[src/rtl/u8dw_pkg.sv]
// Shared types, constants and the wide-range function of the UTF-8 width counter.
package u8dw_pkg;

    localparam int COUNT_BITS = 16;
    localparam int BUF_DEPTH  = 4;
    localparam int CNT_BITS   = 3;
    localparam int CP_BITS    = 21;

    typedef logic [BUF_DEPTH-1:0][7:0] byte_vec_t;
    typedef logic [CNT_BITS-1:0]       pend_cnt_t;
    typedef logic [COUNT_BITS-1:0]     col_t;

    // Outcome of one decode step on the front of the pending buffer.
    typedef struct packed {
        logic       stop;
        logic [1:0] add;
        pend_cnt_t  drop;
    } step_t;

    localparam logic [CP_BITS-1:0] R0_LO = 21'h01100;
    localparam logic [CP_BITS-1:0] R0_HI = 21'h0115F;
    localparam logic [CP_BITS-1:0] R1_LO = 21'h02E80;
    localparam logic [CP_BITS-1:0] R1_HI = 21'h0A4CF;
    localparam logic [CP_BITS-1:0] R2_LO = 21'h0AC00;
    localparam logic [CP_BITS-1:0] R2_HI = 21'h0D7A3;
    localparam logic [CP_BITS-1:0] R3_LO = 21'h0F900;
    localparam logic [CP_BITS-1:0] R3_HI = 21'h0FAFF;
    localparam logic [CP_BITS-1:0] R4_LO = 21'h0FE30;
    localparam logic [CP_BITS-1:0] R4_HI = 21'h0FE6F;
    localparam logic [CP_BITS-1:0] R5_LO = 21'h0FF00;
    localparam logic [CP_BITS-1:0] R5_HI = 21'h0FF60;
    localparam logic [CP_BITS-1:0] R6_LO = 21'h0FFE0;
    localparam logic [CP_BITS-1:0] R6_HI = 21'h0FFE6;
    localparam logic [CP_BITS-1:0] R7_LO = 21'h20000;
    localparam logic [CP_BITS-1:0] R7_HI = 21'h3FFFD;

    // True when the code point occupies two display columns.
    function automatic logic wide_point(input logic [CP_BITS-1:0] cp);
        return (cp >= R0_LO && cp <= R0_HI) || (cp >= R1_LO && cp <= R1_HI) ||
               (cp >= R2_LO && cp <= R2_HI) || (cp >= R3_LO && cp <= R3_HI) ||
               (cp >= R4_LO && cp <= R4_HI) || (cp >= R5_LO && cp <= R5_HI) ||
               (cp >= R6_LO && cp <= R6_HI) || (cp >= R7_LO && cp <= R7_HI);
    endfunction

endpackage

[src/rtl/u8dw_decode.sv]
// Decode step unit: classifies the sequence at the front of the pending buffer.
module u8dw_decode
(
    input  u8dw_pkg::byte_vec_t pend_bytes,
    input  u8dw_pkg::pend_cnt_t pend_count,
    input  logic                at_end,
    output u8dw_pkg::step_t     step
);

    logic                        lead_ok;
    u8dw_pkg::pend_cnt_t         seq_len;
    logic                        cont_ok;
    logic [u8dw_pkg::CP_BITS-1:0] cp;
    logic [2:0]                  cont;

    always_comb
    begin
        for (int k = 1; k < u8dw_pkg::BUF_DEPTH; k++)
        begin
            cont[k-1] = (pend_bytes[k][7:6] == 2'b10);
        end

        lead_ok = 1'b1;
        seq_len = 3'd1;
        cont_ok = 1'b1;
        cp      = '0;
        if (pend_bytes[0][7] == 1'b0)
        begin
            cp = {14'd0, pend_bytes[0][6:0]};
        end
        else if (pend_bytes[0][7:5] == 3'b110)
        begin
            seq_len = 3'd2;
            cont_ok = cont[0];
            cp      = {10'd0, pend_bytes[0][4:0], pend_bytes[1][5:0]};
        end
        else if (pend_bytes[0][7:4] == 4'b1110)
        begin
            seq_len = 3'd3;
            cont_ok = cont[0] & cont[1];
            cp      = {5'd0, pend_bytes[0][3:0], pend_bytes[1][5:0], pend_bytes[2][5:0]};
        end
        else if (pend_bytes[0][7:3] == 5'b11110)
        begin
            seq_len = 3'd4;
            cont_ok = &cont;
            cp      = {pend_bytes[0][2:0], pend_bytes[1][5:0], pend_bytes[2][5:0],
                       pend_bytes[3][5:0]};
        end
        else
        begin
            lead_ok = 1'b0;
        end

        step = '0;
        if (pend_count == 3'd0)
        begin
            step.stop = 1'b1;
        end
        else if (!lead_ok)
        begin
            step.add  = 2'd1;
            step.drop = 3'd1;
        end
        else if (pend_count < seq_len)
        begin
            // Incomplete sequence: wait, or at the end count it once and drop it all.
            step.stop = 1'b1;
            if (at_end)
            begin
                step.add  = 2'd1;
                step.drop = pend_count;
            end
        end
        else if (!cont_ok)
        begin
            step.add  = 2'd1;
            step.drop = 3'd1;
        end
        else
        begin
            step.add  = u8dw_pkg::wide_point(cp) ? 2'd2 : 2'd1;
            step.drop = seq_len;
        end
    end

endmodule

[src/rtl/u8dw_buffer.sv]
// Four-byte pending buffer with append at the tail and drop from the front.
module u8dw_buffer
(
    input  logic                clk,
    input  logic                rst_n,
    input  logic                append_en,
    input  logic [7:0]          append_byte,
    input  logic                drop_en,
    input  u8dw_pkg::pend_cnt_t drop_n,
    input  logic                clear,
    output u8dw_pkg::byte_vec_t pend_bytes,
    output u8dw_pkg::pend_cnt_t pend_count
);

    u8dw_pkg::byte_vec_t bytes_reg;
    u8dw_pkg::byte_vec_t bytes_next;
    u8dw_pkg::pend_cnt_t count_reg;
    u8dw_pkg::pend_cnt_t count_next;
    u8dw_pkg::pend_cnt_t src;

    always_comb
    begin
        bytes_next = bytes_reg;
        count_next = count_reg;
        src        = '0;
        if (clear)
        begin
            count_next = '0;
        end
        else if (append_en && !count_reg[2])
        begin
            bytes_next[count_reg[1:0]] = append_byte;
            count_next = count_reg + 3'd1;
        end
        else if (drop_en)
        begin
            for (int k = 0; k < u8dw_pkg::BUF_DEPTH; k++)
            begin
                src = 3'(k) + drop_n;
                if (!src[2])
                begin
                    bytes_next[k] = bytes_reg[src[1:0]];
                end
            end
            count_next = count_reg - drop_n;
        end
    end

    always_ff @(posedge clk)
    begin
        bytes_reg <= bytes_next;
    end

    always_ff @(posedge clk or negedge rst_n)
    begin
        if (!rst_n)
        begin
            count_reg <= '0;
        end
        else
        begin
            count_reg <= count_next;
        end
    end

    assign pend_bytes = bytes_reg;
    assign pend_count = count_reg;

endmodule

[src/rtl/utf8_display_width_counter.sv]
// Top level of the UTF-8 display width counter: sequencer, column total, result register.
// A request is accepted in ST_IDLE, then ST_DECODE applies its decode steps, one to five
// of them (at most four sequences, then the step that finds the buffer settled); in_stall
// holds off the next request until then; the single shared decode unit does every step.
// A string's total appears the cycle after its last step, which waits on a stalled total.
// Reset clears the pending byte count, the column total, the sequencer and the result valid.
module utf8_display_width_counter
(
    input  logic        clk,
    input  logic        rst_n,
    input  logic        in_valid,
    output logic        in_stall,
    input  logic [7:0]  data_byte,
    input  logic        byte_present,
    input  logic        end_of_string,
    output logic        out_valid,
    input  logic        out_stall,
    output logic [15:0] column_count
);

    // Sequencer states: waiting for a request, or stepping the decoder over the buffer.
    localparam logic ST_IDLE   = 1'b0;
    localparam logic ST_DECODE = 1'b1;

    logic                state_reg;
    logic                state_next;
    logic                end_reg;
    logic                end_next;
    u8dw_pkg::col_t      total_reg;
    u8dw_pkg::col_t      total_next;
    logic                out_valid_reg;
    logic                out_valid_next;
    logic [15:0]         out_count_reg;
    logic [15:0]         out_count_next;

    logic                accept;
    logic                out_busy;
    logic                apply;
    logic                finish;
    logic [u8dw_pkg::COUNT_BITS:0] sum;

    u8dw_pkg::byte_vec_t pend_bytes;
    u8dw_pkg::pend_cnt_t pend_count;
    u8dw_pkg::step_t     step;

    assign in_stall = (state_reg != ST_IDLE);
    assign accept   = in_valid && !in_stall;

    // The result register is free unless it holds a total that is not taken this cycle.
    assign out_busy = out_valid_reg && out_stall;

    // A step is applied every decode cycle, except the final step of a string while the
    // previous total still waits in the result register.
    assign apply  = (state_reg == ST_DECODE) && !(step.stop && end_reg && out_busy);
    assign finish = apply && step.stop && end_reg;

    u8dw_buffer u_buffer
    (
        .clk         (clk),
        .rst_n       (rst_n),
        .append_en   (accept && byte_present),
        .append_byte (data_byte),
        .drop_en     (apply),
        .drop_n      (step.drop),
        .clear       (finish),
        .pend_bytes  (pend_bytes),
        .pend_count  (pend_count)
    );

    u8dw_decode u_decode
    (
        .pend_bytes (pend_bytes),
        .pend_count (pend_count),
        .at_end     (end_reg),
        .step       (step)
    );

    // Saturating add of the step's columns to the running total.
    assign sum = {1'b0, total_reg} + {{(u8dw_pkg::COUNT_BITS - 1){1'b0}}, step.add};

    always_comb
    begin
        state_next     = state_reg;
        end_next       = end_reg;
        total_next     = total_reg;
        out_valid_next = out_valid_reg && out_stall;
        out_count_next = out_count_reg;

        case (state_reg)
            ST_IDLE:
            begin
                if (accept)
                begin
                    end_next   = end_of_string;
                    state_next = ST_DECODE;
                end
            end
            ST_DECODE:
            begin
                if (apply)
                begin
                    total_next = sum[u8dw_pkg::COUNT_BITS] ? '1
                                                           : sum[u8dw_pkg::COUNT_BITS-1:0];
                    if (step.stop)
                    begin
                        state_next = ST_IDLE;
                    end
                    if (finish)
                    begin
                        // The counter width equals the output width, so the saturated
                        // total is already limited to the output maximum.
                        out_count_next = sum[u8dw_pkg::COUNT_BITS] ? '1
                                                                   : sum[15:0];
                        out_valid_next = 1'b1;
                        total_next     = '0;
                    end
                end
            end
            default:
            begin
                state_next = ST_IDLE;
            end
        endcase
    end

    always_ff @(posedge clk or negedge rst_n)
    begin
        if (!rst_n)
        begin
            state_reg     <= ST_IDLE;
            end_reg       <= 1'b0;
            total_reg     <= '0;
            out_valid_reg <= 1'b0;
        end
        else
        begin
            state_reg     <= state_next;
            end_reg       <= end_next;
            total_reg     <= total_next;
            out_valid_reg <= out_valid_next;
        end
    end

    always_ff @(posedge clk)
    begin
        out_count_reg <= out_count_next;
    end

    assign out_valid    = out_valid_reg;
    assign column_count = out_count_reg;

endmodule

[config.mk]
export PLATFORM = sky130hd
export DESIGN_NAME = utf8_display_width_counter
export DESIGN_NICKNAME = d
export VERILOG_FILES = /design/src/rtl/u8dw_pkg.sv /design/src/rtl/u8dw_decode.sv /design/src/rtl/u8dw_buffer.sv /design/src/rtl/utf8_display_width_counter.sv
export SDC_FILE = /design/constraint.sdc
export NUM_CORES = 1
export LEC_CHECK = 0
export ABC_AREA = 1
export ABC_CLOCK_PERIOD_IN_PS = 4450
export BUFFER_PORTS_ARGS = -buffer_cell sky130_fd_sc_hd__buf_2
export CAP_MARGIN = 15
export CELL_PAD_IN_SITES_DETAIL_PLACEMENT = 1
export CELL_PAD_IN_SITES_GLOBAL_PLACEMENT = 1
export CORE_AREA = 4 4 120 122
export DETAILED_ROUTE_END_ITERATION = 7
export DIE_AREA = 0 0 124 126
export GPL_TIMING_DRIVEN = 0
export PLACE_DENSITY_LB_ADDON = 0.1
export SYNTH_ARGS = -nofsm -noshare
export SYNTH_HDL_FRONTEND = slang
export SYNTH_HIERARCHICAL = 1
export SYNTH_SLANG_ARGS = --single-unit
[constraint.sdc]
create_clock -name clk -period 4.45 [get_ports clk]
set_clock_uncertainty 0.05 [all_clocks]
set_input_delay 0.445 -clock clk [delete_from_list [all_inputs] [get_ports clk]]
set_output_delay 0.445 -clock clk [all_outputs]
set_load 0.01 [all_outputs]
==> After elaboration in Yosys (flattened, before gate mapping) <==
Cells that the tools add are included.
{ "totals": {"register_bits": 70, "input_bits": 14, "out_inout_bits": 18, "elab_cells": 145} }
{ "op_classes": {"mux": 54, "bitwise_logic": 3, "magnitude_cmp": 23, "reduce_logical": 39, "n_addsub": 6, "eq_ne": 10} }
{ "op_table": {"columns": ["operator", "n"], "rows": [
  ["21-bit by 16-bit <= comparator with 1-bit output, second input constant", 6],
  ["21-bit by 16-bit >= comparator with 1-bit output, second input constant", 5],
  ["21-bit two-way mux", 4],
  ["8-bit two-way mux", 9],
  ["8-bit binary-select mux with 2-bit select", 4],
  ["32-bit two-way mux", 2],
  ["32-bit bitwise mux", 1],
  ["16-bit two-way mux", 2],
  ["21-bit by 13-bit >= comparator with 1-bit output, second input constant", 1],
  ["21-bit by 14-bit >= comparator with 1-bit output, second input constant", 1],
  ["21-bit by 18-bit >= comparator with 1-bit output, second input constant", 1],
  ["21-bit by 13-bit <= comparator with 1-bit output, second input constant", 1],
  ["21-bit by 18-bit <= comparator with 1-bit output, second input constant", 1],
  ["3-bit two-way mux", 7],
  ["5-bit two-way mux", 4],
  ["1-bit logical AND", 18],
  ["3-bit AND reduction", 6],
  ["16-bit by 2-bit adder with 17-bit output", 1],
  ["1-bit two-way mux", 17],
  ["8-bit demux with 2-bit select", 1],
  ["2-bit by 3-bit less-than comparator with 1-bit output, second input constant", 5],
  ["1-bit logical OR", 7],
  ["2-bit by 3-bit adder with 3-bit output, first input constant", 2],
  ["2-bit equality test, second input constant", 3],
  ["20 further kinds", 26]
]} }

==> Depth between registers and ports, before layout <==
Gate-level depths: netlist (run 1).
{ "logic_depth": {"word_depth": 25, "mapped_depth": 34, "depth_no_buf": 33} }

==> By module <==
Netlist (run 1), hierarchy kept.
{ "by_module_without_submodules": {"columns": ["module", "cells_each", "n_inst", "seq_area_each_um2", "area_each_um2"], "rows": [
  ["u8dw_buffer", 330, 1, 1036.0, 2452.4],
  ["utf8_display_width_counter", 208, 1, 955.9, 1816.7],
  ["u8dw_decode", 334, 1, 0.0, 1767.9]
]} }

==> Worst setup path before layout (run 1) <==
Ideal clock, no wire load.
{ "synth_timing": {"kind": "register to register", "startpoint": "register u_buffer.bytes_reg, in the netlist u_buffer/pend_bytes[7]", "endpoint": "register u_buffer.count_reg[2] (netlist: u_buffer/pend_count[2])", "slack_ps": 459, "t_required_ps": 4283, "setup_time_ps": 117, "path_buffers": 4, "path_stages_with_launch": 27, "t_arrival_ps": 3824, "synth_period_minus_slack_ps": 3991, "path_cell_list": "edfxtp_1 nand2_4 nor2_4 buf_4 nor2_1 ha_1 o211ai_1 nand2_1 inv_1 nor2_1 nand2_1 o21ai_0 buf_2 inv_2 buf_2 ha_1 inv_1 nor2_2 buf_6 inv_1 fa_1 inv_1 nand2_1 nand2_1 nand3_1 nand3_1 nand2_1"} }
{ "synth_lines": {"columns": ["element", "line_no", "source"], "rows": [
  ["start: declaration", "u8dw_buffer.sv:15", "u8dw_pkg::byte_vec_t bytes_reg;"],
  ["start signal: assignment", "u8dw_buffer.sv:51", "bytes_reg <= bytes_next;"],
  ["end signal: assignment", "u8dw_buffer.sv:62", "count_reg <= count_next;"],
  ["end: declaration", "u8dw_buffer.sv:17", "u8dw_pkg::pend_cnt_t count_reg;"]
]} }

==> results.toml, run 1 <==
[synthesis]
synth_warnings = 6
syn_nets = 895
async_flop_share_pct = 31.4
syn_area_per_cell_um2 = 6.92
synthDistinctLibCells = 48
synth_enable_flop_cells = 48
ys_seq_area_share_pct = 33.0
ys_ff_latch = 70
synth_area_um2 = 6040
synthCells = 872
synth_flop_cell = "edfxtp_1"

[detailed_routing]
drc_errors = 0
first_pass_iters = 5
vias = 6375
post_drt_wl_per_cell_um = 19.1
initialDrtViolationCount = 566
wirelength_um = 21400
vias_per_cell = 5.68
final_antenna_net_count = 0

[setup_path]
worst_ep_required_time_ns = 4.68
crit_slowest_cell = "edfxtp_1"
cp_max_fo = 10
cp.arrival_ns = 4.50
criticalPathCategory = "flop to flop"
endpoint_kind = "flop"
critPathMaxStageDelay_ns = 0.46
cpMostUsedCell = "nand2_1"
cp-start-kind = "flop"

[cells_and_area]
area_growth_pct = 18.7
largest_register_ffs = 32
layout.nets = 964
diodes = 0
final_cells = 1122
layout-drive-gt1-share_pct = 22.3

[timing]
rsz0062_at_grt = "true"
relSlewSlack_pct = 39.8
period_share_pct = 95.9
finalSetupTns_ns = 0
tightest_slew_ns = 0.898
slew_viol_final = 0
hold_viol_final = 0
finalSetupViolCount = 0
fmax_mhz = 234
period_needed_ns = 4.27

[die]
start_util_pct = 45.8
die_area_um2 = 15600
dieWidth_um = 124
ios = 32
num_rows = 42
core-area_um2 = 13200
chipHeight_um = 126

[cts]
clk_latency_ns = 0.35
cts_tree = "done"
h-tree-depth = 3
path_clk_slew_ns = 0.06
root_buffer = "clkbuf_16"
clk_path_buf_depth = 2
hold_buffers = 0
numCtsBuffers = 9
clock_sinks = 70

[global_routing]
grt.total_usage_pct = 27.6
grt_pass1_wl_um = 33800
grt_max_degree = 23
grt-ovfl-total = 0
grt_pass1_vias = 6469
antenna_found_initial = 1

[place]
io_buffers = 31
placedCellCount = 1080
routabilityCongestion = 0.930
dp_hpwl_um = 15900

[flow_run]
maxCapViolations = 0

[hold_path]
min-delay-path-class = "input pin to async pin"

[outcome]
status = "finished, final reports clean"
layer usage:
metal  share of wire, %  up-vias  wire length [µm]  global-route usage, %
met1                 45     3149              9520                   38.2
met3                4.9       37              1050                   4.71
li1                   -     3015                 -                      -
met5                  0        -                 0                      0
met4                1.8        0               387                   8.05
met2                 49      174             10400                   44.2
worst max-delay path: cells and delay by family (launching register included):
family,cells,cell delay (ns)
AND/OR/NAND/NOR,24,2.51
flip-flops,1,0.46
adder cells (fa/ha/maj),2,0.53
buffers and inverters,5,0.52
AO/OA/AOI/OAI,1,0.10
final cells by class:
| type | count | area [µm²] |
|---|---|---|
| fillers | 1738 | 6030 |
| clock inverters | 4 | 72.6 |
| repair buffers | 59 | 443 |
| flip-flops and latches | 70 | 1990 |
| plain buffers | 24 | 190 |
| clock buffers | 12 | 236 |
| multi-input cells | 676 | 3610 |
| inverters | 101 | 399 |
| well taps | 176 | 220 |
synth_stat cells, types with 2 or more instances:
cell,instances,area [µm²]
a21oi_1,8,40.0
clkbuf_1,3,11.3
and2_1,2,12.5
nand3b_1,2,15.0
nor2_1,65,244
or2_2,11,68.8
nand2_4,14,158
a211oi_1,2,15.0
buf_6,4,45.0
o21ai_0,34,170
o21ai_1,8,40.0
nand2_1,280,1050
nand4_1,8,50.1
xnor2_1,3,26.3
o21bai_1,2,15.0
inv_4,2,12.5
nor4_1,3,18.8
nor3_2,3,30.0
buf_4,7,52.6
nor2_2,7,43.8
nand3_1,123,616
nand2_2,17,106
nor2_4,10,113
nor3_1,14,70.1
nand3_2,19,190
inv_1,86,323
inv_2,10,37.5
edfxtp_1,48,1440
dfrtp_1,22,551
xor2_1,4,35.0
fa_1,2,40.0
o211ai_1,17,128
buf_2,11,55.1
ha_1,7,87.6
cell families (layout without fill, tap and decap cells):
| kind of cell | count (synthesis) | in the layout | synth area share (%) |
|---|---|---|---|
| simple gates | 580 | 581 | 46.6 |
| flops | 70 | 70 | 33.0 |
| mux | 1 | 1 | 0.187 |
| fa+ha+maj | 9 | 9 | 2.11 |
| xor+xnor | 7 | 7 | 1.02 |
| compound gates | 78 | 78 | 7.67 |
| buf+inv | 127 | 200 | 9.43 |
per-stage QoR:
stage | util, % | cell area (µm²) | worst slack (ns) | hold slack [ns]
3_3_place_gp | 48.6 | 6410 | -0.475 | 0.405
6_report | 54.3 | 7160 | 0.183 | 0.0337
5_1_grt | 54.3 | 7160 | -0.0997 | 0.0726
2_1_floorplan | - | 6040 | 0.459 | 0.0994
4_1_cts | 51.6 | 6810 | -0.0222 | 0.0526
3_5_place_dp | 48.7 | 6420 | -0.651 | 0.420
what timing repair did:
item	4_1_cts	5_1_grt
cloned	0	3
resized for setup	6	35
buffers inserted	8	17
pin swaps	3	13
setup endpoints to repair	43	47
path summary, 6_finish.rpt:
path                                         from  slack [ns]  cells past startpoint            end
max                        u_buffer/pend_bytes[6]        0.18                     32  total_reg[11]
min                                         rst_n        0.03                      1  total_reg[14]
min in group clk                        out_stall        0.27                      3      out_valid
max in group asynchronous                   rst_n        3.95                      1  total_reg[11]
max reg2reg                u_buffer/pend_bytes[6]        0.18                     32  total_reg[11]
min reg2reg                             out_valid        0.46                      2      out_valid
cells in the final DEF (no fill, tap or decap), types with 8 or more instances in the layout:
cell	instances
or2_2	11
inv_1	83
buf_4	26
nand2_1	279
nand3_1	120
inv_2	11
nor3_1	13
nor2_1	61
clkbuf_16	11
nand2_4	17
nor2_4	12
o21ai_0	33
o211ai_1	17
edfxtp_1	48
buf_2	40
dfrtp_1	22
nand2_2	15
nor2_2	10
nand4_1	8
nand3_2	21
Power of run 1 is not shown: default switching activity piles up to over one toggle a cycle in this logic, so the estimate is an artifact.
==> run 2: changes to the inputs <==
--- a/config.mk
+++ b/config.mk
@@ -15,7 +15,7 @@
 export DETAILED_ROUTE_END_ITERATION = 7
 export DIE_AREA = 0 0 124 126
 export GPL_TIMING_DRIVEN = 0
-export PLACE_DENSITY_LB_ADDON = 0.1
+export PLACE_DENSITY_LB_ADDON = 0.05
 export SYNTH_ARGS = -nofsm -noshare
 export SYNTH_HDL_FRONTEND = slang
 export SYNTH_HIERARCHICAL = 1
==> run 2 against run 1 <==
Maximum frequency is essentially flat. Hold slack is essentially flat. Via count shrank 1.7%. Sequential share of layout area grew 0.80 points. Die area is the same. Cell count shrank 0.71%. First-iteration DRC count shrank 21%. Non-clock buffer count shrank 7. Register-to-register slack is essentially flat. Flip-flop and latch count is the same. Critical path depth shrank 6. Critical endpoint is now u_buffer/pend_count[2]. Largest cell class unchanged.
==> results.toml, run 2 (synthesis gave the netlist of run 1 again) <==
[global_routing]
grt.total_usage_pct = 28.1
top_usage_layer = "met2"
grt_pass1_wl_um = 34300
grt-ovfl-total = 0
met2_usage_pct = 46.0
met3_usage_pct = 3.63
antenna_found_initial = 0
grt_use_met1_pct = 38.4
grt_pass1_vias = 6508
grt_max_degree = 23

[die]
start_util_pct = 45.8
num_rows = 42
dieWidth_um = 124
chipHeight_um = 126
core-area_um2 = 13200
die_area_um2 = 15600
ios = 32

[cells_and_area]
area_growth_pct = 15.3
register_area_um2 = 1990
layout-drive-gt1-share_pct = 21.2
final_common_cell = "nand2_1"
layout.nets = 956
layout_common_cells = "279 x nand2_1, 122 x nand3_1, 84 x inv_1"
final_cells = 1114
diodes = 0
largest_register_ffs = 32
multiInputGateArea_um2 = 3570
nFillCells = 1725

[timing]
period_share_pct = 95.8
rsz0062_at_grt = "true"
slew_viol_final = 0
hold_viol_final = 0
tightest_slew_ns = 0.875
period_needed_ns = 4.26
relSlewSlack_pct = 41.5
fmax_mhz = 235
finalSetupViolCount = 0
fin_ws_ns = 0.186

[place]
placedCellCount = 1080
dp_hpwl_um = 16100
io_buffers = 31
routabilityCongestion = 0.892
dp_slack_ns = -0.721

[setup_path]
criticalPathCategory = "flop to flop"
critPathTopFamily = "simple AND/OR/NAND/NOR gates"
cp-start-kind = "flop"
cp.arrival_ns = 4.45
endpoint_kind = "flop"
worst_ep_required_time_ns = 4.63
cpMostUsedCell = "nand2_1"
crit_slowest_cell = "edfxtp_1"
cp_max_fo = 18
critPathBufInv = 9
critPathMaxStageDelay_ns = 0.45

[cts]
root_buffer = "clkbuf_16"
clock_sinks = 70
clk_path_buf_depth = 2
clk_latency_ns = 0.35
path_clk_slew_ns = 0.06
cts_tree = "done"
hold_buffers = 0
h-tree-depth = 3
numCtsBuffers = 9

[hold_path]
min-delay-path-class = "input pin to async pin"

[detailed_routing]
final_antenna_net_count = 0
vias_per_cell = 5.63
drc_errors = 0
vias = 6269
post_drt_wl_per_cell_um = 18.8
wirelength_um = 21000
initialDrtViolationCount = 446
first_pass_iters = 5

[outcome]
status = "finished, final reports clean"

[flow_run]
maxCapViolations = 0
[run 2: changes by cell type in the layout (fill, tap and decap cells not counted), moves of 3 or more]
cell,delta
buf_8,-3
buf_12,-3
nor2_2,-3
nand3_2,-3
[run 2: final timing paths]
check	to	slack, ns	start	cells after the start
max in group asynchronous	total_reg[7]	3.94	rst_n	1
hold / removal	total_reg[13]	0.03	rst_n	1
setup / recovery	u_buffer/pend_count[2]	0.19	u_buffer/pend_bytes[4]	26
setup reg to reg	u_buffer/pend_count[2]	0.19	u_buffer/pend_bytes[4]	26
min in group clk	out_valid	0.28	out_stall	3
hold reg to reg	out_valid	0.46	out_valid	2
[run 2: layer usage]
| layer | vias up | share of wire [%] |
|---|---|---|
| met3 | 37 | 5.2 |
| li1 | 2989 | - |
| met4 | 0 | 2.0 |
| met1 | 3067 | 44 |
| met5 | - | 0 |
| met2 | 176 | 49 |
[run 2: timing repair]
| item | CTS | global route |
|---|---|---|
| gates resized for setup | 5 | 26 |
| pin swaps | 3 | 11 |
| gates cloned | 0 | 1 |
| hold endpoints to repair | 0 | 0 |
| buffers inserted | 11 | 8 |
| setup endpoints to repair | 51 | 45 |
[run 2: layout make-up]
type / instances / share of cell area, %
Sequential cell: 70 / 28.6
Inverter: 101 / 5.73
Buffer: 24 / 2.52
Clock inverter: 6 / 0.899
Tap cell: 176 / 3.16
Multi-Input combinational cell: 675 / 51.3
Clock buffer: 10 / 3.29
Timing Repair Buffer: 52 / 4.46
[run 2: stage by stage]
step	hold slack [ns]	setup TNS (ns)	area (µm²)	utilization, %
detailed placement	0.412	-8.88	6420	48.7
global placement	0.407	-2.70	6410	48.6
global route	0.0608	-0.0621	6960	52.8
finish	0.0337	0	6960	52.8
CTS	0.0408	0	6810	51.6
floorplan	0.0994	0	6040	-
Power of run 2 is left out for the same reason.
==> run 3: changes to the inputs <==
--- a/config.mk
+++ b/config.mk
@@ -11,9 +11,10 @@
 export CAP_MARGIN = 15
 export CELL_PAD_IN_SITES_DETAIL_PLACEMENT = 1
 export CELL_PAD_IN_SITES_GLOBAL_PLACEMENT = 1
-export CORE_AREA = 4 4 120 122
+export CORE_AREA = 4 4 119 121
+export CTS_BUF_LIST = sky130_fd_sc_hd__clkbuf_4
 export DETAILED_ROUTE_END_ITERATION = 7
-export DIE_AREA = 0 0 124 126
+export DIE_AREA = 0 0 123 125
 export GPL_TIMING_DRIVEN = 0
 export PLACE_DENSITY_LB_ADDON = 0.05
 export SYNTH_ARGS = -nofsm -noshare
==> run 3 against run 2 <==
Global-route usage fell by 0.53 points. Hold slack improved by 0.13 ns. Critical endpoint is now total_reg[2]. Count of clock-buffer cells in the layout fell by 1. Worst setup slack better by 0.031 ns. Utilization rose by 0.70 points. Sequential share of layout area is 0.15 points lower. Critical path type unchanged. Maximum frequency increased by 0.72%. Flip-flop and latch count is the same. Cell count grew 0.90%. Non-clock buffer count is 9 higher.
==> results.toml, run 3 (synthesis gave the netlist of run 1 again) <==
[outcome]
status = "finished, final reports clean"

[cts]
clock_sinks = 70
clk_latency_ns = 0.46
cts_tree = "done"
path_clk_slew_ns = 0.13
h-tree-depth = 3
root_buffer = "clkbuf_4"
numCtsBuffers = 9
clk_path_buf_depth = 2

[detailed_routing]
final_antenna_net_count = 0
drc_errors = 0
post_drt_wl_per_cell_um = 18.5
first_pass_iters = 5
vias = 6298
initialDrtViolationCount = 488
vias_per_cell = 5.60
wirelength_um = 20800

[cells_and_area]
layout.nets = 966
final_cells = 1124
layout_common_cells = "279 x nand2_1, 121 x nand3_1, 84 x inv_1"
diodes = 0
area_growth_pct = 15.9
final_common_cell = "nand2_1"
layout-drive-gt1-share_pct = 22.2
largest_register_ffs = 32

[timing]
period_needed_ns = 4.23
finalSetupViolCount = 0
slew_viol_final = 0
fmax_mhz = 236
period_share_pct = 95.1
hold_viol_final = 0
relSlewSlack_pct = 37.9
tightest_slew_ns = 0.930

[global_routing]
antenna_found_initial = 0
grt.total_usage_pct = 27.5
grt_pass1_vias = 6432
grt_max_degree = 23
grt-ovfl-total = 0
grt_pass1_wl_um = 33400

[die]
die_area_um2 = 15400
core-area_um2 = 13100
start_util_pct = 46.1
num_rows = 42
chipHeight_um = 125
ios = 32
dieWidth_um = 123

[setup_path]
cp_num_cells = 34
cpMostUsedCell = "nand2_1"
ff2ff_path_depth = 34
endpoint_kind = "flop"
r2r_start = "u_buffer/pend_bytes[4]"
critPathMaxStageDelay_ns = 0.46
crit_start = "u_buffer/pend_bytes[4]"
cp.arrival_ns = 4.55
critPathTopFamily = "simple AND/OR/NAND/NOR gates"
critPathBufInv = 7
cp-start-kind = "flop"
cp_max_fo = 10
criticalPathCategory = "flop to flop"
worst_ep_required_time_ns = 4.76
crit_slowest_cell = "edfxtp_1"

[hold_path]
min-delay-path-class = "input pin to flop"
hold_depth = 3
hp-start = "out_stall"

[place]
io_buffers = 31
routabilityCongestion = 0.948
dp_hpwl_um = 15800
placedCellCount = 1080

[flow_run]
maxCapViolations = 0
==> run 3: layout make-up <==
type                       count  area [µm²]
fill                        1735        6090
multi-input combinational    676        3610
clock inverter                 7         113
inverter                     101         407
timing repair buffer          61         398
tap                          176         220
buffer                        24         190
clock buffer                   9        67.6
sequential                    70        1990
==> run 3: path summary, 6_finish.rpt <==
kind	endpoint	slack (ns)
min in group asynchronous	total_reg[13]	0.46
hold / removal	out_valid	0.16
max in group asynchronous	total_reg[3]	3.50
hold reg to reg	total_reg[0]	0.47
setup / recovery	total_reg[2]	0.22
setup reg to reg	total_reg[2]	0.22
==> run 3: repair_timing <==
item / 4_1_cts / 5_1_grt
setup endpoints to repair: 43 / 42
endpoints found under the hold margin: 22 / 0
hold buffers: 1 / 0
pin swaps: 3 / 15
cloned: 0 / 3
resized for setup: 5 / 37
buffers inserted: 12 / 14
==> run 3: worst min-delay path, stage by stage <==
cell	delay, ns
buf_2	0.07
nand2_1	0.06
nand2_1	0.06
==> run 3: through the flow <==
step           setup WS, ns  utilization, %  instance area (µm²)  TNS [ns]  hold slack, ns
3_5_place_dp         -0.703            49.1                 6420     -7.37           0.414
5_1_grt             -0.0623            53.5                 7000    -0.305           0.147
6_report              0.217            53.5                 7000         0           0.161
2_1_floorplan         0.459               -                 6040         0          0.0994
3_3_place_gp         -0.498            49.0                 6410     -3.80           0.405
4_1_cts              0.0112            51.3                 6720         0           0.139
==> run 3: metal layers <==
metal	vias up	track usage [%]	part of all wire [%]
met5	-	0	0
met4	0	6.51	1.6
met3	25	4.29	4.4
met2	156	45.7	49
met1	3104	37.7	45
li1	3013	-	-
Power of run 3 is left out for the same reason.
